File: src/hw/rtl/wqd_pkg.sv
// types and constants shared by the work queue dispatcher
package wqd_pkg;

    // command modes
    localparam logic [2:0] MODE_QUEUE    = 3'd0;
    localparam logic [2:0] MODE_ABORT    = 3'd1;
    localparam logic [2:0] MODE_STATUS   = 3'd2;
    localparam logic [2:0] MODE_ENABLE   = 3'd3;
    localparam logic [2:0] MODE_DISABLE  = 3'd4;
    localparam logic [2:0] MODE_TICK     = 3'd5;
    localparam logic [2:0] MODE_DISPATCH = 3'd6;
    localparam logic [2:0] MODE_DETECT   = 3'd7;

    // configuration register index, taken from paddr[2]
    localparam logic CFG_TICKS_PER_WORK = 1'b0;

    localparam logic [7:0] TICKS_PER_WORK_RESET = 8'd25;

    typedef struct packed {
        logic [2:0] mode;
        logic [7:0] work_id;
    } t_cmd;

    typedef struct packed {
        logic [2:0] state_code;
        logic [2:0] queue_count;
        logic [7:0] current_work_id;
        logic [7:0] hash_ticks;
        logic       accepted;
        logic       dispatched;
        logic [2:0] dispatch_slot;
    } t_result;

endpackage

File: src/hw/rtl/work_queue_dispatcher.sv
// work queue dispatcher top level: id ring memory, run state and apb register
//
// usage
//   commands enter on i_cmd (mode, work_id) and are taken when start is high
//   and busy is low. each command transaction produces exactly one result on
//   o_result, shown for one cycle with o_done high. the receiver cannot stall
//   the result; it must take it in that cycle.
// sequencing
//   a command has the ring head read into a register as it is taken; the
//   update then applies it (read-modify-write of the ring and the control
//   registers) and registers its result onto the ports. busy is high from the
//   take until the update, so no new command is taken while one is in flight.
//   the registered read of the id ring memory is what splits take and update.
// configuration, ticks_per_work at byte address 0 of the apb port
//   writes complete in the access cycle (pready is tied high). the user must
//   make them only while idle; the block itself does not enforce this.
// reset
//   synchronous, active low: state idle, ring empty, head 0, tick counter and
//   active id 0, ticks_per_work 25. ring contents are not cleared.
module work_queue_dispatcher #(
    parameter int QUEUE_DEPTH = 8
) (
    input  logic                  i_clk,
    input  logic                  i_rst_n,
    // command channel
    input  logic                  start,
    output logic                  busy,
    input  wqd_pkg::t_cmd         i_cmd,
    // result channel
    output logic                  o_done,
    output wqd_pkg::t_result      o_result,
    // apb configuration port
    input  logic                  psel,
    input  logic                  penable,
    input  logic                  pwrite,
    input  logic [2:0]            paddr,
    input  logic [31:0]           pwdata,
    output logic [31:0]           prdata,
    output logic                  pready
);

    // ring index / count width; the count never exceeds depth-1
    localparam int PW = (QUEUE_DEPTH > 2) ? $clog2(QUEUE_DEPTH) : 1;
    localparam logic [PW:0]   DEPTH_W   = (PW + 1)'(QUEUE_DEPTH);
    localparam logic [PW-1:0] LAST_SLOT = PW'(QUEUE_DEPTH - 1);
    localparam logic [PW-1:0] FULL_CNT  = PW'(QUEUE_DEPTH - 1);

    typedef enum logic [2:0] {
        ST_IDLE     = 3'd0,
        ST_READY    = 3'd1,
        ST_WORKING  = 3'd2,
        ST_PENDING  = 3'd3,
        ST_DISABLED = 3'd4
    } t_run_state;

    // id ring memory
    logic [7:0]    r_ring [QUEUE_DEPTH];
    logic [7:0]    r_rd_data;

    // control state
    logic          r_busy;
    logic          r_done;
    t_run_state    r_run, n_run;
    logic [PW-1:0] r_head, n_head;
    logic [PW-1:0] r_count, n_count;
    logic [7:0]    r_tick, n_tick;
    logic [7:0]    r_active, n_active;
    logic [7:0]    r_ticks_cfg;

    // payload registers
    wqd_pkg::t_cmd    r_cmd;
    wqd_pkg::t_result r_result, n_result;

    // update-cycle signals
    logic          take;
    logic          cfg_wr;
    logic          wr_en;
    logic [PW-1:0] tail;
    logic [PW:0]   tail_sum;
    logic [PW-1:0] head_next;
    logic [7:0]    head_id;
    logic [7:0]    tick_inc;
    logic          accepted;
    logic          dispatched;
    logic [PW+2:0] count_ext;
    logic [PW+2:0] slot_ext;

    assign take   = start && !busy;
    assign busy   = r_busy;
    assign o_done = r_done;
    assign o_result = r_result;
    assign pready = 1'b1;
    assign cfg_wr = psel && penable && pwrite && (paddr[2] == wqd_pkg::CFG_TICKS_PER_WORK);
    assign prdata = (paddr[2] == wqd_pkg::CFG_TICKS_PER_WORK) ? {24'd0, r_ticks_cfg} : 32'd0;

    // tail slot = (head + count) mod depth, the sum stays below twice the depth
    assign tail_sum  = {1'b0, r_head} + {1'b0, r_count};
    assign tail      = (tail_sum >= DEPTH_W) ? PW'(tail_sum - DEPTH_W) : tail_sum[PW-1:0];
    assign head_next = (r_head == LAST_SLOT) ? '0 : r_head + 1'b1;
    assign tick_inc  = r_tick + 8'd1;

    // an empty ring dispatches the id written in this same update
    assign head_id = (r_cmd.mode == wqd_pkg::MODE_QUEUE && r_count == '0)
                     ? r_cmd.work_id : r_rd_data;

    always_comb begin
        n_run      = r_run;
        n_head     = r_head;
        n_count    = r_count;
        n_tick     = r_tick;
        n_active   = r_active;
        accepted   = 1'b0;
        dispatched = 1'b0;
        wr_en      = 1'b0;
        unique case (r_cmd.mode)
            wqd_pkg::MODE_QUEUE: begin
                if (r_count != FULL_CNT) begin
                    wr_en    = 1'b1;
                    accepted = 1'b1;
                    n_count  = r_count + 1'b1;
                    if (r_run == ST_READY) begin
                        dispatched = 1'b1;
                        n_count    = r_count;
                        n_head     = head_next;
                        n_active   = head_id;
                        n_tick     = 8'd0;
                        n_run      = ST_WORKING;
                    end
                end
            end
            wqd_pkg::MODE_ABORT: begin
                n_count = '0;
                n_head  = '0;
                n_run   = ST_READY;
            end
            wqd_pkg::MODE_STATUS: begin
            end
            wqd_pkg::MODE_ENABLE: begin
                n_run = ST_READY;
            end
            wqd_pkg::MODE_DISABLE: begin
                n_run = ST_DISABLED;
            end
            wqd_pkg::MODE_TICK: begin
                if (r_run == ST_WORKING) begin
                    n_tick = tick_inc;
                    if (tick_inc == r_ticks_cfg) begin
                        n_run = (r_count != '0) ? ST_PENDING : ST_READY;
                    end
                end
            end
            wqd_pkg::MODE_DISPATCH: begin
                if (r_run == ST_PENDING && r_count != '0) begin
                    dispatched = 1'b1;
                    n_count    = r_count - 1'b1;
                    n_head     = head_next;
                    n_active   = head_id;
                    n_tick     = 8'd0;
                    n_run      = ST_WORKING;
                end
            end
            wqd_pkg::MODE_DETECT: begin
                n_run  = ST_READY;
                n_tick = 8'd0;
            end
            default: begin
            end
        endcase

        // fields are 3 bits wide whatever the ring depth
        count_ext = {3'b000, n_count};
        slot_ext  = dispatched ? {3'b000, r_head} : '0;

        n_result.state_code      = n_run;
        n_result.queue_count     = count_ext[2:0];
        n_result.current_work_id = n_active;
        n_result.hash_ticks      = n_tick;
        n_result.accepted        = accepted;
        n_result.dispatched      = dispatched;
        n_result.dispatch_slot   = slot_ext[2:0];
    end

    // ring memory: head read when a command is taken, tail written on update
    always_ff @(posedge i_clk) begin
        if (take) begin
            r_rd_data <= r_ring[r_head];
        end
        if (r_busy && wr_en) begin
            r_ring[tail] <= r_cmd.work_id;
        end
    end

    // control state and registered outputs
    always_ff @(posedge i_clk) begin
        if (!i_rst_n) begin
            r_busy      <= 1'b0;
            r_done      <= 1'b0;
            r_run       <= ST_IDLE;
            r_head      <= '0;
            r_count     <= '0;
            r_tick      <= 8'd0;
            r_active    <= 8'd0;
            r_ticks_cfg <= wqd_pkg::TICKS_PER_WORK_RESET;
        end else begin
            r_done <= 1'b0;
            if (cfg_wr) begin
                r_ticks_cfg <= pwdata[7:0];
            end
            if (take) begin
                r_busy <= 1'b1;
                r_cmd  <= i_cmd;
            end
            if (r_busy) begin
                // apply the command transaction and show its result
                r_busy   <= 1'b0;
                r_done   <= 1'b1;
                r_result <= n_result;
                r_run    <= n_run;
                r_head   <= n_head;
                r_count  <= n_count;
                r_tick   <= n_tick;
                r_active <= n_active;
            end
        end
    end

endmodule

File: config.mk
export PLATFORM = sky130hd
export DESIGN_NAME = work_queue_dispatcher
export DESIGN_NICKNAME = d
export VERILOG_FILES = /design/src/hw/rtl/wqd_pkg.sv /design/src/hw/rtl/work_queue_dispatcher.sv
export SDC_FILE = /design/constraint.sdc
export NUM_CORES = 1
export LEC_CHECK = 0
export CORE_AREA = 2 2 153 155
export CTS_CLUSTER_SIZE = 20
export DETAILED_ROUTE_END_ITERATION = 12
export DIE_AREA = 0 0 155 157
export DONT_BUFFER_PORTS = 1
export GPL_TIMING_DRIVEN = 0
export HOLD_SLACK_MARGIN = 0.02
export SYNTH_ARGS = -nofsm -noshare
export SYNTH_HDL_FRONTEND = slang
export SYNTH_SLANG_ARGS = --single-unit
File: constraint.sdc
create_clock -name i_clk -period 2.3 [get_ports i_clk]
set_clock_uncertainty 0.1 [all_clocks]
set_input_delay 0 -clock i_clk [delete_from_list [all_inputs] [get_ports i_clk]]
set_output_delay 0 -clock i_clk [all_outputs]
set_load 0.005 [all_outputs]
==> flow_summary.yaml <==
logic_synthesis:
  ys_ff_latch: 145
  ys_types: 60
  synth-main-ff-cell: "edfxtp_1"
  synthCells: 526
  yosysSeqAreaShare_pct: 59.7
  avgSynthCellArea_um2: 12.7
  async_reset_ff_share_pct: 0
  yosys_warnings: 0
  synth_area_um2: 6710
  synth_edf_count: 110
finish:
  fillerInstances: 2161
  diodes: 0
  final_core_util_pct: 37.4
  area_growth_pct: 25.4
  final_cells: 913
  layout_common_cells: "edfxtp_1, nand2_1, dlygate4sd3_1, buf_4, dfxtp_1"
  final_common_cell: "edfxtp_1"
  layout-drive-gt1-share_pct: 23.7
  nNetsFinal: 676
sta:
  tightest_slew_ns: 0.671
  rsz0062_at_grt: "no"
  fmax_mhz: 455
  relSlewSlack_pct: 55.3
  setup_viol: 0
  fin_crit_ns: 2.20
  slew_viol_final: 0
  hold_viol_final: 0
  hold_ws_ns: 0.0985
  period_share_pct: 95.5
  setup_ws_ns: 0.103
power:
  power_uw: 5740
  max-vdd-ir-drop_mv: 0.507
  p_leak_uw: 0.00304
  p_per_area_nw_per_um2: 682
clock_tree:
  cts_buffer_depth: 2
  cts_inserted_buffers: 17
  cts_tree: "yes"
  clockRootBuffer: "clkbuf_16"
  clock-sinks: 145
  clk_latency_ns: 0.42
  clk_pin_slew_ns: 0.07
  htree_levels: 4
setup_path:
  crit_path_end_kind: "register"
  r2r_slack_ns: 0.10
  critPathMaxStageDelay_ns: 0.34
  cp_top_family: "adder cells"
  critPathSlowestCell: "fa_2"
  worstPathRequired_ns: 2.33
  cp.arrival_ns: 2.23
  critPathBufInv: 2
  critical_path_class: "register to register"
  cp-start-kind: "register"
  crit_chain: "ha_1 > fa_2 > xnor2_1 > xnor2_1 > nand3b_1 > buf_6 > nor3_4 > buf_12"
  cpMostUsedCell: "xnor2_1"
  critPathMaxFanout: 8
run_status:
  outcome: "completed"
placement:
  port_buffers: 0
  dp_slack_ns: -0.520
  dp_hpwl_um: 9920
  dp.cells: 834
  gp_congestion: 0.787
die:
  initial_core_util_pct: 29.8
  core-area_um2: 22500
  die-area_um2: 24300
  num_rows: 55
  die_y_um: 157
  die_x_um: 155
  ios: 114
drt:
  route.detailed.drc: 0
  detailroute.via_count: 4224
  routed_wl_um: 14400
  antenna_left: 0
  drtIter0Drc: 167
  drtPass1Iterations: 6
  wl_per_cell_um: 15.8
  viasPerCell: 4.63
global_routing:
  grt_pass1_wl_um: 23500
  grt_max_degree: 30
  grt_antenna_before_repair: 0
  grt_overflow: 0
  gr-usage-all-layers_pct: 12.6
  grt_pass1_vias: 4289
hold_path:
  hold_class: "primary input to register"
run:
  maxCapViolations: 0
## cells in the mapped netlist, types with 4 or more instances
cell      instances  area share [%]
o211a_1           8             1.2
mux2i_1          14             2.1
mux2_2            9             1.5
nand2b_1         10            0.93
a21oi_1          23             1.7
and2_1            9            0.84
clkbuf_1         11            0.62
buf_2            13            0.97
o21a_1            5            0.56
a21boi_0          8            0.90
nor2b_1          14             1.3
mux4_2           16             5.4
and3_1            7            0.65
a21o_1            4            0.45
buf_4            25             2.8
o21ai_0          21             1.6
nor2_1           29             1.6
nand2_1          47             2.6
edfxtp_1        110              49
nand3_1          20             1.5
a31oi_1           5            0.47
ha_1              8             1.5
inv_1            14            0.78
dfxtp_1          35              10
xnor2_1           8             1.0
## layer usage
layer | wire [um] | GRT usage [%]
met1 | 6770 | 16.4
met5 | 0 | 0
met4 | 153 | 4.94
met2 | 7010 | 20.5
met3 | 505 | 2.92
## worst paths after layout
check,from,endpoint,depth (start not counted)
max,r_head[0],r_ring[4][6],8
min,i_cmd[2],r_cmd[2],1
max reg2reg,r_head[0],r_ring[4][6],8
min reg2reg,r_active[5],r_active[5],1
## logic make-up after synthesis
family	Yosys count	share of synthesized area [%]
AO/OA/AOI/OAI	94	9.37
XOR/XNOR	11	1.44
adder cells (fa/ha/maj)	9	1.79
buffers and inverters	64	5.34
flip-flops	145	59.7
multiplexers	39	8.97
other	2	0.112
AND/OR/NAND/NOR	162	13.3
## what timing repair did
action / in CTS / in global routing
buffers inserted: 9 / 2
pin swaps: 9 / 5
hold buffers: 35 / 0
resized for setup: 29 / 22
cloned: 0 / 1
setup endpoints to repair: 101 / 113
hold endpoints to repair: 49 / 0
## sequential cells by signal, indices dropped and copies added (netlist names)
name         cells
r_run            3
busy             1
r_ring          64
r_cmd           11
r_ticks_cfg      8
o_result        27
r_active         8
r_count          3
r_tick           8
r_rd_data        8
o_done           1
r_head           3
## metrics by stage
step | cell area (um^2) | TNS (ns)
final | 8410 | 0
after floorplan | 6800 | 0
after global placement | 7160 | -30.97
after CTS | 8310 | 0
after detailed placement | 7160 | -33.06
after global routing | 8410 | 0
## report_power, final
group | total [uW] | switching, uW | internal [uW]
Combinational | 250 | 133 | 118
Sequential | 2880 | 36.7 | 2840
Clock | 2610 | 1170 | 1440
Total | 5740 | 1340 | 4400
## cell type report
class | count | area (um^2) | share of cell area (%)
sequential | 145 | 4010 | 47.7
inverter | 14 | 56.3 | 0.670
tap | 285 | 357 | 4.24
clock buffer | 17 | 425 | 5.06
multi-input combinational | 340 | 2570 | 30.6
clock inverter | 15 | 144 | 1.71
buffer | 50 | 327 | 3.88
timing repair buffer | 47 | 517 | 6.15
Power figures use the tool's default switching activity.
